==> config.mk <==
export PLATFORM = sky130hd
export DESIGN_NAME = json_keyed_object_extractor_unit
export DESIGN_NICKNAME = d
export VERILOG_FILES = /design/src/hw/rtl/jkoe_pkg.sv /design/src/hw/rtl/json_keyed_object_extractor_unit.sv
export SDC_FILE = /design/constraint.sdc
export NUM_CORES = 1
export LEC_CHECK = 0
export BUFFER_PORTS_ARGS = -buffer_cell sky130_fd_sc_hd__buf_4
export CELL_PAD_IN_SITES_DETAIL_PLACEMENT = 1
export CELL_PAD_IN_SITES_GLOBAL_PLACEMENT = 1
export CORE_ASPECT_RATIO = 1.1
export CORE_MARGIN = 1
export CORE_UTILIZATION = 35
export CTS_CLUSTER_SIZE = 28
export DETAILED_ROUTE_END_ITERATION = 12
export GPL_TIMING_DRIVEN = 0
export PLACE_DENSITY = 0.67
export SLEW_MARGIN = 25
export SYNTH_ARGS = -nofsm -noshare
export SYNTH_HDL_FRONTEND = slang
export SYNTH_SLANG_ARGS = --single-unit
==> constraint.sdc <==
create_clock -name clk_i -period 8.76 [get_ports clk_i]
set_input_delay 0.876 -clock clk_i [delete_from_list [all_inputs] [get_ports clk_i]]
set_output_delay 0.876 -clock clk_i [all_outputs]
set_load 0.05 [all_outputs]
==> src/hw/rtl/jkoe_pkg.sv <==
// Package for the keyed JSON object extractor: beat structs, codes and sizes.
// Used by the extractor top level and by its port checker; depends on nothing.
`timescale 1ns / 1ps

package jkoe_pkg;

  // Sizes of the key window and the brace counter.
  localparam int MAX_KEY_CHARS = 14;
  localparam int MAX_NESTING   = 255;
  localparam int WINDOW_LEN    = MAX_KEY_CHARS + 1;
  localparam int SEEN_W        = $clog2(WINDOW_LEN + 1);
  localparam int DEPTH_W       = $clog2(MAX_NESTING + 1);
  localparam int KLEN_IDX_W    = $clog2(MAX_KEY_CHARS + 1);

  // Configuration register widths and the number of key characters each holds.
  localparam int KEY_FIRST_W     = 64;
  localparam int KEY_LAST_W      = 48;
  localparam int KEY_LEN_W       = 4;
  localparam int KEY_FIRST_CHARS = KEY_FIRST_W / 8;
  localparam int KEY_LAST_CHARS  = KEY_LAST_W / 8;
  localparam int CFG_DATA_W      = KEY_FIRST_W;
  localparam int CFG_IDX_W       = 2;
  localparam int LEN_EXT_W       = (KLEN_IDX_W > KEY_LEN_W) ? KLEN_IDX_W : KEY_LEN_W;

  // Register indexes of the configuration port.
  localparam logic [CFG_IDX_W-1:0] CFG_KEY_FIRST = 2'd0;
  localparam logic [CFG_IDX_W-1:0] CFG_KEY_LAST  = 2'd1;
  localparam logic [CFG_IDX_W-1:0] CFG_KEY_LEN   = 2'd2;

  // Characters the scanner reacts to.
  localparam logic [7:0] QUOTE_CH  = 8'h22;
  localparam logic [7:0] OPEN_CH   = 8'h7B;
  localparam logic [7:0] CLOSE_CH  = 8'h7D;
  localparam logic [7:0] BSLASH_CH = 8'h5C;

  typedef enum logic [1:0] {
    PH_SEEK_KEY   = 2'd0,
    PH_SEEK_BRACE = 2'd1,
    PH_OBJECT     = 2'd2,
    PH_DONE       = 2'd3
  } phase_e;

  typedef enum logic [1:0] {
    KIND_BYTE       = 2'd0,
    KIND_CLOSE      = 2'd1,
    KIND_NOT_FOUND  = 2'd2,
    KIND_INCOMPLETE = 2'd3
  } kind_e;

  typedef struct packed {
    logic [7:0] char_in;
    logic       end_of_message;
  } in_beat_t;

  typedef struct packed {
    logic [7:0] char_out;
    kind_e      kind;
  } out_beat_t;

endpackage

==> src/hw/rtl/json_keyed_object_extractor_unit.sv <==
// Top level of the keyed JSON object extractor: key search, brace tracking, output stage.
// Depends on jkoe_pkg for beat structs, codes and sizes.
//
//   channel   direction  handshake                  payload
//   in        sink       in_valid_i / in_stall_o    in_beat_i  (char_in, end_of_message)
//   out       source     out_valid_o / out_stall_i  out_beat_o (char_out, kind)
//   cfg       sink       cfg_we_i                   cfg_idx_i, cfg_data_i
//
// One byte per cycle while the output is not stalled: a beat sits in the input
// register, where the key window compare and the depth update run; its result, if any,
// then lands in the output register.
// A stalled output register holds the input register; the input stalls once that is full.
// Reset clears the message state; the key registers reset to zero.
`timescale 1ns / 1ps

module json_keyed_object_extractor_unit
  import jkoe_pkg::*;
(
  input  logic                  clk_i,
  input  logic                  rst_ni,
  input  logic                  in_valid_i,
  output logic                  in_stall_o,
  input  in_beat_t              in_beat_i,
  output logic                  out_valid_o,
  input  logic                  out_stall_i,
  output out_beat_t             out_beat_o,
  input  logic                  cfg_we_i,
  input  logic [CFG_IDX_W-1:0]  cfg_idx_i,
  input  logic [CFG_DATA_W-1:0] cfg_data_i
);

  logic [KEY_FIRST_W-1:0] key_first_q;
  logic [KEY_LAST_W-1:0]  key_last_q;
  logic [KEY_LEN_W-1:0]   key_len_q;

  logic     in_valid_q;
  in_beat_t in_beat_q;
  logic      out_valid_q, out_valid_d;
  out_beat_t out_beat_q, out_beat_d;

  phase_e             phase_q, phase_d;
  logic [7:0]         recent_q [WINDOW_LEN];
  logic [7:0]         recent_d [WINDOW_LEN];
  logic [SEEN_W-1:0]  seen_q, seen_d;
  logic [DEPTH_W-1:0] depth_q, depth_d;
  logic               in_str_q, in_str_d;
  logic               escape_q, escape_d;

  logic [7:0]            key_chars [MAX_KEY_CHARS];
  logic [MAX_KEY_CHARS:0] match_len;
  logic [LEN_EXT_W-1:0]  key_len_ext;
  logic [KLEN_IDX_W-1:0] key_len_cap;
  logic                  key_hit;
  logic                  advance;
  logic                  in_ready;

  // The input register moves on when the output register is free or being taken,
  // and takes a new beat when it is empty or its beat moves on.
  assign advance     = !out_valid_q || !out_stall_i;
  assign in_ready    = !in_valid_q || advance;
  assign in_stall_o  = !in_ready;
  assign out_valid_o = out_valid_q;
  assign out_beat_o  = out_beat_q;

  // Configuration registers.
  always_ff @(posedge clk_i or negedge rst_ni) begin
    if (!rst_ni) begin
      key_first_q <= '0;
      key_last_q  <= '0;
      key_len_q   <= '0;
    end else if (cfg_we_i) begin
      case (cfg_idx_i)
        CFG_KEY_FIRST: key_first_q <= cfg_data_i;
        CFG_KEY_LAST:  key_last_q  <= cfg_data_i[KEY_LAST_W-1:0];
        CFG_KEY_LEN:   key_len_q   <= cfg_data_i[KEY_LEN_W-1:0];
        default: ;
      endcase
    end
  end

  // Key characters laid out one per entry; characters past the registers read as zero.
  for (genvar c = 0; c < MAX_KEY_CHARS; c++) begin : g_key
    if (c < KEY_FIRST_CHARS) begin : g_first
      assign key_chars[c] = key_first_q[8*c +: 8];
    end else if (c < KEY_FIRST_CHARS + KEY_LAST_CHARS) begin : g_last
      assign key_chars[c] = key_last_q[8*(c-KEY_FIRST_CHARS) +: 8];
    end else begin : g_zero
      assign key_chars[c] = 8'h00;
    end
  end

  // Clamp the key length to MAX_KEY_CHARS, one less than the window size.
  assign key_len_ext = LEN_EXT_W'(key_len_q);
  assign key_len_cap = (key_len_ext > LEN_EXT_W'(MAX_KEY_CHARS)) ?
                       KLEN_IDX_W'(MAX_KEY_CHARS) : key_len_ext[KLEN_IDX_W-1:0];

  // Window compare for every possible key length. The newest byte sits in entry 0,
  // so entry j holds key character n-1-j and entry n the opening quote.
  always_comb begin
    for (int n = 0; n <= MAX_KEY_CHARS; n++) begin
      match_len[n] = (recent_q[n] == QUOTE_CH) && (seen_q >= SEEN_W'(n + 1));
      for (int j = 0; j < n; j++) begin
        if (recent_q[j] != key_chars[n-1-j]) begin
          match_len[n] = 1'b0;
        end
      end
    end
  end

  // The closing quote is the byte now in the input register.
  assign key_hit = match_len[key_len_cap] && (in_beat_q.char_in == QUOTE_CH);

  // Next message state and the result beat for the byte in the input register.
  always_comb begin
    logic       emit;
    logic [7:0] ch;
    emit       = 1'b0;
    ch         = in_beat_q.char_in;
    out_beat_d = '{char_out: ch, kind: KIND_BYTE};
    phase_d    = phase_q;
    recent_d   = recent_q;
    seen_d     = seen_q;
    depth_d    = depth_q;
    in_str_d   = in_str_q;
    escape_d   = escape_q;

    case (phase_q)
      PH_SEEK_KEY: begin
        if (key_hit) begin
          phase_d = PH_SEEK_BRACE;
        end else begin
          for (int k = WINDOW_LEN - 1; k > 0; k--) begin
            recent_d[k] = recent_q[k-1];
          end
          recent_d[0] = ch;
          if (seen_q < SEEN_W'(WINDOW_LEN)) begin
            seen_d = seen_q + SEEN_W'(1);
          end
        end
      end
      PH_SEEK_BRACE: begin
        if (ch == OPEN_CH) begin
          phase_d  = PH_OBJECT;
          depth_d  = DEPTH_W'(1);
          in_str_d = 1'b0;
          escape_d = 1'b0;
          emit     = 1'b1;
        end
      end
      PH_OBJECT: begin
        emit = 1'b1;
        if (escape_q) begin
          escape_d = 1'b0;
        end else if (in_str_q && ch == BSLASH_CH) begin
          escape_d = 1'b1;
        end else if (ch == QUOTE_CH) begin
          in_str_d = !in_str_q;
        end else if (!in_str_q) begin
          if (ch == OPEN_CH) begin
            if (depth_q >= DEPTH_W'(MAX_NESTING)) begin
              out_beat_d = '{char_out: 8'h00, kind: KIND_INCOMPLETE};
              phase_d    = PH_DONE;
            end else begin
              depth_d = depth_q + DEPTH_W'(1);
            end
          end else if (ch == CLOSE_CH) begin
            if (depth_q == DEPTH_W'(1) || depth_q == '0) begin
              depth_d         = '0;
              out_beat_d.kind = KIND_CLOSE;
              phase_d         = PH_DONE;
            end else begin
              depth_d = depth_q - DEPTH_W'(1);
            end
          end
        end
      end
      default: ;
    endcase

    // The last byte of a message reports a missing or cut-off object and clears state.
    if (in_beat_q.end_of_message) begin
      if (phase_d == PH_SEEK_KEY || phase_d == PH_SEEK_BRACE) begin
        emit       = 1'b1;
        out_beat_d = '{char_out: 8'h00, kind: KIND_NOT_FOUND};
      end else if (phase_d == PH_OBJECT) begin
        emit       = 1'b1;
        out_beat_d = '{char_out: 8'h00, kind: KIND_INCOMPLETE};
      end
      phase_d  = PH_SEEK_KEY;
      seen_d   = '0;
      depth_d  = '0;
      in_str_d = 1'b0;
      escape_d = 1'b0;
      for (int k = 0; k < WINDOW_LEN; k++) begin
        recent_d[k] = 8'h00;
      end
    end

    // Output register: load on a result, drain when taken.
    if (in_valid_q && advance) begin
      out_valid_d = emit;
    end else if (!out_stall_i) begin
      out_valid_d = 1'b0;
    end else begin
      out_valid_d = out_valid_q;
    end
  end

  // Input register.
  always_ff @(posedge clk_i or negedge rst_ni) begin
    if (!rst_ni) begin
      in_valid_q <= 1'b0;
    end else if (in_ready) begin
      in_valid_q <= in_valid_i;
    end
  end

  always_ff @(posedge clk_i) begin
    if (in_ready && in_valid_i) begin
      in_beat_q <= in_beat_i;
    end
  end

  // Message state, updated as each byte leaves the input register.
  always_ff @(posedge clk_i or negedge rst_ni) begin
    if (!rst_ni) begin
      phase_q  <= PH_SEEK_KEY;
      seen_q   <= '0;
      depth_q  <= '0;
      in_str_q <= 1'b0;
      escape_q <= 1'b0;
      for (int k = 0; k < WINDOW_LEN; k++) begin
        recent_q[k] <= 8'h00;
      end
    end else if (in_valid_q && advance) begin
      phase_q  <= phase_d;
      seen_q   <= seen_d;
      depth_q  <= depth_d;
      in_str_q <= in_str_d;
      escape_q <= escape_d;
      recent_q <= recent_d;
    end
  end

  // Output register.
  always_ff @(posedge clk_i or negedge rst_ni) begin
    if (!rst_ni) begin
      out_valid_q <= 1'b0;
    end else begin
      out_valid_q <= out_valid_d;
    end
  end

  always_ff @(posedge clk_i) begin
    if (in_valid_q && advance) begin
      out_beat_q <= out_beat_d;
    end
  end

endmodule

==> results of run 1 <==
[through the flow]
step	total power, mW	utilization	setup slack, ns
floorplan	2.879	-	5.579
global placement	4.051	0.3835	2.193
detailed placement	4.128	0.3920	3.190
CTS	5.722	0.4115	3.173
global route	5.962	0.4128	2.656
finish	5.990	0.4133	2.255
[kinds of logic (layout without fill, tap and decap cells)]
family	Yosys count	after routing	share of synthesized area
xor gates and xnor gates	733	733	0.2877
and+or+nand+nor	574	574	0.1432
AOI/OAI and AO/OA	433	433	0.1305
buffers and inverters	409	585	0.07473
DFF	273	273	0.3104
muxes	94	94	0.04743
adders and majority gates	11	11	0.006167
other	0	12	0
[critical path: cells and delay by family, from the launching register on]
family | cells | cell delay [ns]
buffers and inverters | 5 | 2.45
xor gates and xnor gates | 1 | 0.21
DFF | 1 | 0.32
and+or+nand+nor | 5 | 2.18
AOI/OAI and AO/OA | 3 | 1.14
[Yosys cell counts, types with 6 or more instances]
library cell and instances:
o2111ai_1 16, nor2b_1 16, a21oi_1 14, nor4_1 140, xor2_1 350, clkbuf_1 166
o21ai_0 116, o2bb2ai_1 10, nand4_1 131, ha_1 11, mux2_2 94, a2111oi_0 6
nor3_1 16, buf_1 77, nand2b_1 45, a22oi_1 120, inv_1 88, edfxtp_1 19
o22ai_1 91, nor4b_1 15, a22o_1 15, xnor2_1 383, nand3_1 20, o31ai_1 8
buf_2 69, o221ai_1 9, dfrtp_1 254, nor2_1 41, nand2_1 126
[worst min path at each step]
stage                     from              end  depth (start not counted)
finish                  rst_ni   key_len_ext[2]                          1
global route            rst_ni  key_first_q[11]                          1
CTS                     rst_ni     recent_q[66]                          1
detailed placement  depth_q[4]       depth_q[4]                          1
global placement    depth_q[4]       depth_q[4]                          1
floorplan           depth_q[4]       depth_q[4]                          1
[power groups by stage]
stage	registers (mW)	clock network (mW)	logic (mW)
global route	1.55	1.64	2.77
floorplan	1.51	0	1.37
finish	1.55	1.62	2.82
global placement	1.55	0	2.50
CTS	1.54	1.60	2.58
detailed placement	1.56	0	2.57
[sequential cells by signal (all words and copies together) (netlist names), 2 cells and up]
| signal | flops |
|---|---|
| depth_q | 8 |
| key_first_q | 64 |
| out_beat_o | 10 |
| key_last_q | 48 |
| recent_q | 120 |
| seen_q | 4 |
| in_beat_q | 9 |
| key_len_ext | 4 |
| phase_q | 2 |
[final cells by class]
type | count | area share
multi-input cells | 1845 | 0.5328
flip-flops and latches | 273 | 0.2673
plain buffers | 320 | 0.05640
repair buffers | 111 | 0.04210
well taps | 833 | 0.04022
clock buffers | 46 | 0.03940
inverters | 89 | 0.01289
clock inverters | 19 | 0.007725
diodes | 12 | 0.001159
[routing by layer]
metal	global-route usage	part of all wire	vias to the layer above
met5	0	0.00040	-
met4	0.5302	0.12	12
met3	0.2864	0.15	1003
met2	0.7463	0.39	2463
met1	0.6157	0.35	12600
li1	-	-	9109
==> metrics.txt, run 1 <==
row count=96; Cell Chain, Critical Path=clkbuf_1, buf_2, xnor2_1, nand4_1, nor4_1, nand3_1, nor4_1, nor4_1, o41ai_2, buf_4, buf_6, buf_6, a22oi_1, o22ai_1; Pleak=10.33 nW; Synth Flop Type=dfrtp_1; post-route DRC violation count=0; crit path launch=key_first_q[1]; Synthesis Warnings=0; worst reg2reg endpoint=recent_q[58]; fin crit period=6.505 ns; # clock sinks=273; Clock Skew=0.03318 ns; vias in the first global route=24620; core area=62700 um2; routed via count=25190; placed inst area=24580 um2; Post-Synthesis Cells=2527; vias per cell=7.099; clock tree buffer depth=3; Seq pwr share=0.259; I/O pins=92; Slew Viols, Final=0; layout cell share with drive strength beyond 1=0.1706; die height=266.8 um; Final GP Congestion=1.155; Layout Cell Area excl Fill=25910 um2; Pwr Density=231.2 nW/um2; Slew headroom=0.1795; commonest non-fill, non-tap cell in the layout=xnor2_1; setup slack, reg-to-reg=2.26 ns; FMAX=0.1537 GHz; Setup Fix Bufs, Post-CTS=0; Unique masters post-synth=62; Die Area=64780 um2; register area=6927 um2; aggregate routed wire length=180.9 mm; clk root buf=clkbuf_16; CP endpoint=recent_q[58]; grt ovf=0; Post-synth EDFFs=19; Req. time, crit path=9.16 ns; Synth area leader=dfrtp_1; worst vdd ir=0.1458 mV; DR iter-0 viols=3921; Worst path most repeated cell=nor4_1; Logic pwr share=0.470; Switching Power=2.867 mW; Int Pwr=3.123 mW; Hold Buf Count CTS=0; Tot GR Track Use=0.5526; Area Overhead vs Synth=16.11%; Worst Setup End Kind=flop; Final Hold Fails=0; clock tree from TritonCTS=built; CTS Buf Count=36; count of state elements after synthesis=273; clk slew on worst S/H paths=0.06 ns; share of power burned in the clock network=0.271; RSZ-0062 raised after global routing=false; CP Max Fanout=10; fill cell count=7344; period utilization=0.7425; hold crit path type=input pin to asynchronous set/reset pin; Hold Worst Slack=0.2142 ns; Max Cap Viol=0; Clock Latency Late Sink=0.61 ns; reg2reg path depth=14; Synth top area share=0.2848; drt first pass iters=6; syn avg cell area=8.832 um2; dpl hpwl=129.2 mm; placed cells=3467; Sw Share=0.4786; Synth Cell Area=22320 um2; first-pass GRT wire length=235.8 mm; Worst Setup Start Kind=flop; cells resized by post-CTS repair=0; Routed WL per cell=50.99 um; Detail Route Antenna Nets=0; largest net degree at the start of global routing=90; fin cells=3548; main area contributors after synthesis=dfrtp_1 (28%), xnor2_1 (15%), xor2_1 (14%); final-report setup violation count=0; most frequent cells in the layout=xnor2_1 (383), xor2_1 (350), dfrtp_1 (254); layout net count=2767; Worst path max stage delay=0.93 ns; initial antenna violation count=19; # port buffers=91; launch point of the worst reg-to-reg path=key_first_q[1]; Slowest cell on crit path=buf_2; # H-tree levels=2; syn nets=2618; status=complete, no violations; kind of critical path=flop to flop; starting density of the core=0.3559; area of the multi-input gates=13810 um2; die span in x=242.8 um; post-synthesis sequential area ratio=0.3104; Slew @ Worst Pin=1.231 ns; setup TNS=0 ns; Crit path arrival time=6.91 ns; Async SR Flop Fraction=0.9304
Power figures use the tool's default switching activity.
==> run 2, diff against run 1 <==
--- a/config.mk
+++ b/config.mk
@@ -14,7 +14,7 @@
 export CTS_CLUSTER_SIZE = 28
 export DETAILED_ROUTE_END_ITERATION = 12
 export GPL_TIMING_DRIVEN = 0
-export PLACE_DENSITY = 0.67
+export PLACE_DENSITY = 0.69
 export SLEW_MARGIN = 25
 export SYNTH_ARGS = -nofsm -noshare
 export SYNTH_HDL_FRONTEND = slang
==> constraint.sdc (replaced) <==
create_clock -name clk_i -period 5.2 [get_ports clk_i]
set_input_delay 0.52 -clock clk_i [delete_from_list [all_inputs] [get_ports clk_i]]
set_output_delay 0.52 -clock clk_i [all_outputs]
set_load 0.05 [all_outputs]
==> run 2 against run 1 <==
Compared with the run above: the run now ends with negative setup slack left; cell count is 0.59% lower; flip-flop and latch count stayed put; first-iteration DRC count is 13% higher; clock power is 72% higher; final area is 0.42% higher; via count is 1.3% higher; clock-buffer cell count stayed put; register-to-register slack worse by 2.6 ns; global-route usage is 1.0 points higher; largest cell class unchanged.
==> metrics.txt, run 2 (synthesis results as in run 1) <==
Slew headroom=0.1624; vias per cell=7.233; CTS Buf Count=36; starting density of the core=0.3559; DP Worst Slack=-0.9285 ns; DR iter-0 viols=4440; Power, Total=10.29 mW; Crit path arrival time=5.93 ns; routed via count=25510; FMAX=0.1812 GHz; vias in the first global route=24940; initial antenna violation count=14; kind of critical path=flop to flop; layout net count=2751; Clock Skew=0.03248 ns; largest registers=recent_q: 120 flops, key_first_q: 64 flops, key_last_q: 48 flops; status=complete, but fails checks; Die Area=64780 um2; fin crit period=5.520 ns; largest net degree at the start of global routing=90; fill cell count=7269; # port buffers=91; die height=266.8 um; Req. time, crit path=5.61 ns; row count=96; RSZ-0062 raised after global routing=false; CP Max Fanout=10; I/O pins=92; Max Cap Viol=0; area of the multi-input gates=13880 um2; Tot GR Track Use=0.5626; commonest non-fill, non-tap cell in the layout=xnor2_1; failing checks=negative setup slack; grt ovf=0; Final Hold Fails=0; most frequent cells in the layout=xnor2_1 (383), xor2_1 (350), dfrtp_1 (250); Clock Latency Late Sink=0.60 ns; hold_sp=in_beat_i[4]; fin worst setup slack=-0.3196 ns; clock tree buffer depth=3; final-report setup violation count=46; die span in x=242.8 um; hold crit path type=input pin to flop; # H-tree levels=2; final core occ=0.4150; register area=6932 um2; Pwr Density=395.5 nW/um2; Worst Setup End Kind=flop; Pleak=10.36 nW; largest reg by FF count=recent_q; clock tree from TritonCTS=built; first-pass GRT wire length=240.3 mm; post-route DRC violation count=0; Area Overhead vs Synth=16.60%; Final GP Congestion=1.117; aggregate routed wire length=184.3 mm; Hold Worst Slack=0.1196 ns; max reg flops=120; Worst Setup Start Kind=flop; clk slew on worst S/H paths=0.06 ns; clk root buf=clkbuf_16; Slew @ Worst Pin=1.256 ns; launch point of the worst reg-to-reg path=recent_q[80]; period utilization=1.061; Detail Route Antenna Nets=0; Routed WL per cell=52.25 um; setup TNS=-2.991 ns; layout cell share with drive strength beyond 1=0.1808; worst vdd ir=0.2526 mV; dpl hpwl=131.5 mm; Slew Viols, Final=0; # clock sinks=273; drt first pass iters=7; crit path launch=recent_q[80]; core area=62700 um2
[run 2: repair_timing]
item                                    in CTS  in global routing
setup buffers                                3                  2
pin swaps                                    0                  1
endpoints found under the hold margin       36                  0
resized for setup                           23                 25
hold buffers                                 1                  0
endpoints found under the setup margin     137                135
[run 2: area by class of cell]
cell class	count	area share
clock buffer	46	0.03962
multi-input combinational	1845	0.5333
buffer	304	0.05597
timing repair buffer	111	0.04202
inverter	89	0.01327
clock inverter	20	0.008847
sequential	273	0.2664
antenna	6	0.0005770
tap	833	0.04005
[run 2: critical path, cell delays in order (launching register included)]
cell and delay (ns):
dfrtp_1 0.60, clkdlybuf4s15_2 0.54, inv_1 0.49, o22ai_1 0.27, nor4_4 0.45, nand4_1 0.50
o311ai_0 0.46, o211ai_1 0.26, o41ai_2 0.43, buf_4 0.30, buf_6 0.23, buf_6 0.18
a22oi_1 0.10, o22ai_1 0.51
[run 2: path summary, 6_finish.rpt]
kind | endpoint | slack, ns | cells after the start
hold reg to reg | depth_q[1] | 0.53 | 2
min in group asynchronous | recent_q[77] | 0.42 | 2
hold / removal | in_beat_q[4] | 0.12 | 1
max in group asynchronous | recent_q[38] | 3.59 | 4
setup reg to reg | recent_q[58] | -0.32 | 13
setup / recovery | recent_q[58] | -0.32 | 13
[run 2: power by group]
group          internal, mW  switching, mW  leakage [nW]
Clock                  1.61           1.17         0.599
Sequential             2.37          0.329          3.47
Combinational          1.36           3.45          6.29
[run 2: metrics by stage]
stage | instance area (um2) | cells
final | 26020 | 3527
after global routing | 26010 | 3523
after CTS | 25920 | 3523
after detailed placement | 24560 | 3465
after global placement | 24040 | 3451
after floorplan | 22320 | 2527
[run 2: routing by layer]
| metal | share of wire | up-vias | track usage |
|---|---|---|---|
| met4 | 0.11 | 10 | 0.5020 |
| met5 | 0.0013 | - | 0.01961 |
| li1 | - | 9076 | - |
| met2 | 0.39 | 2634 | 0.7687 |
| met3 | 0.15 | 996 | 0.2807 |
| met1 | 0.35 | 12790 | 0.6386 |
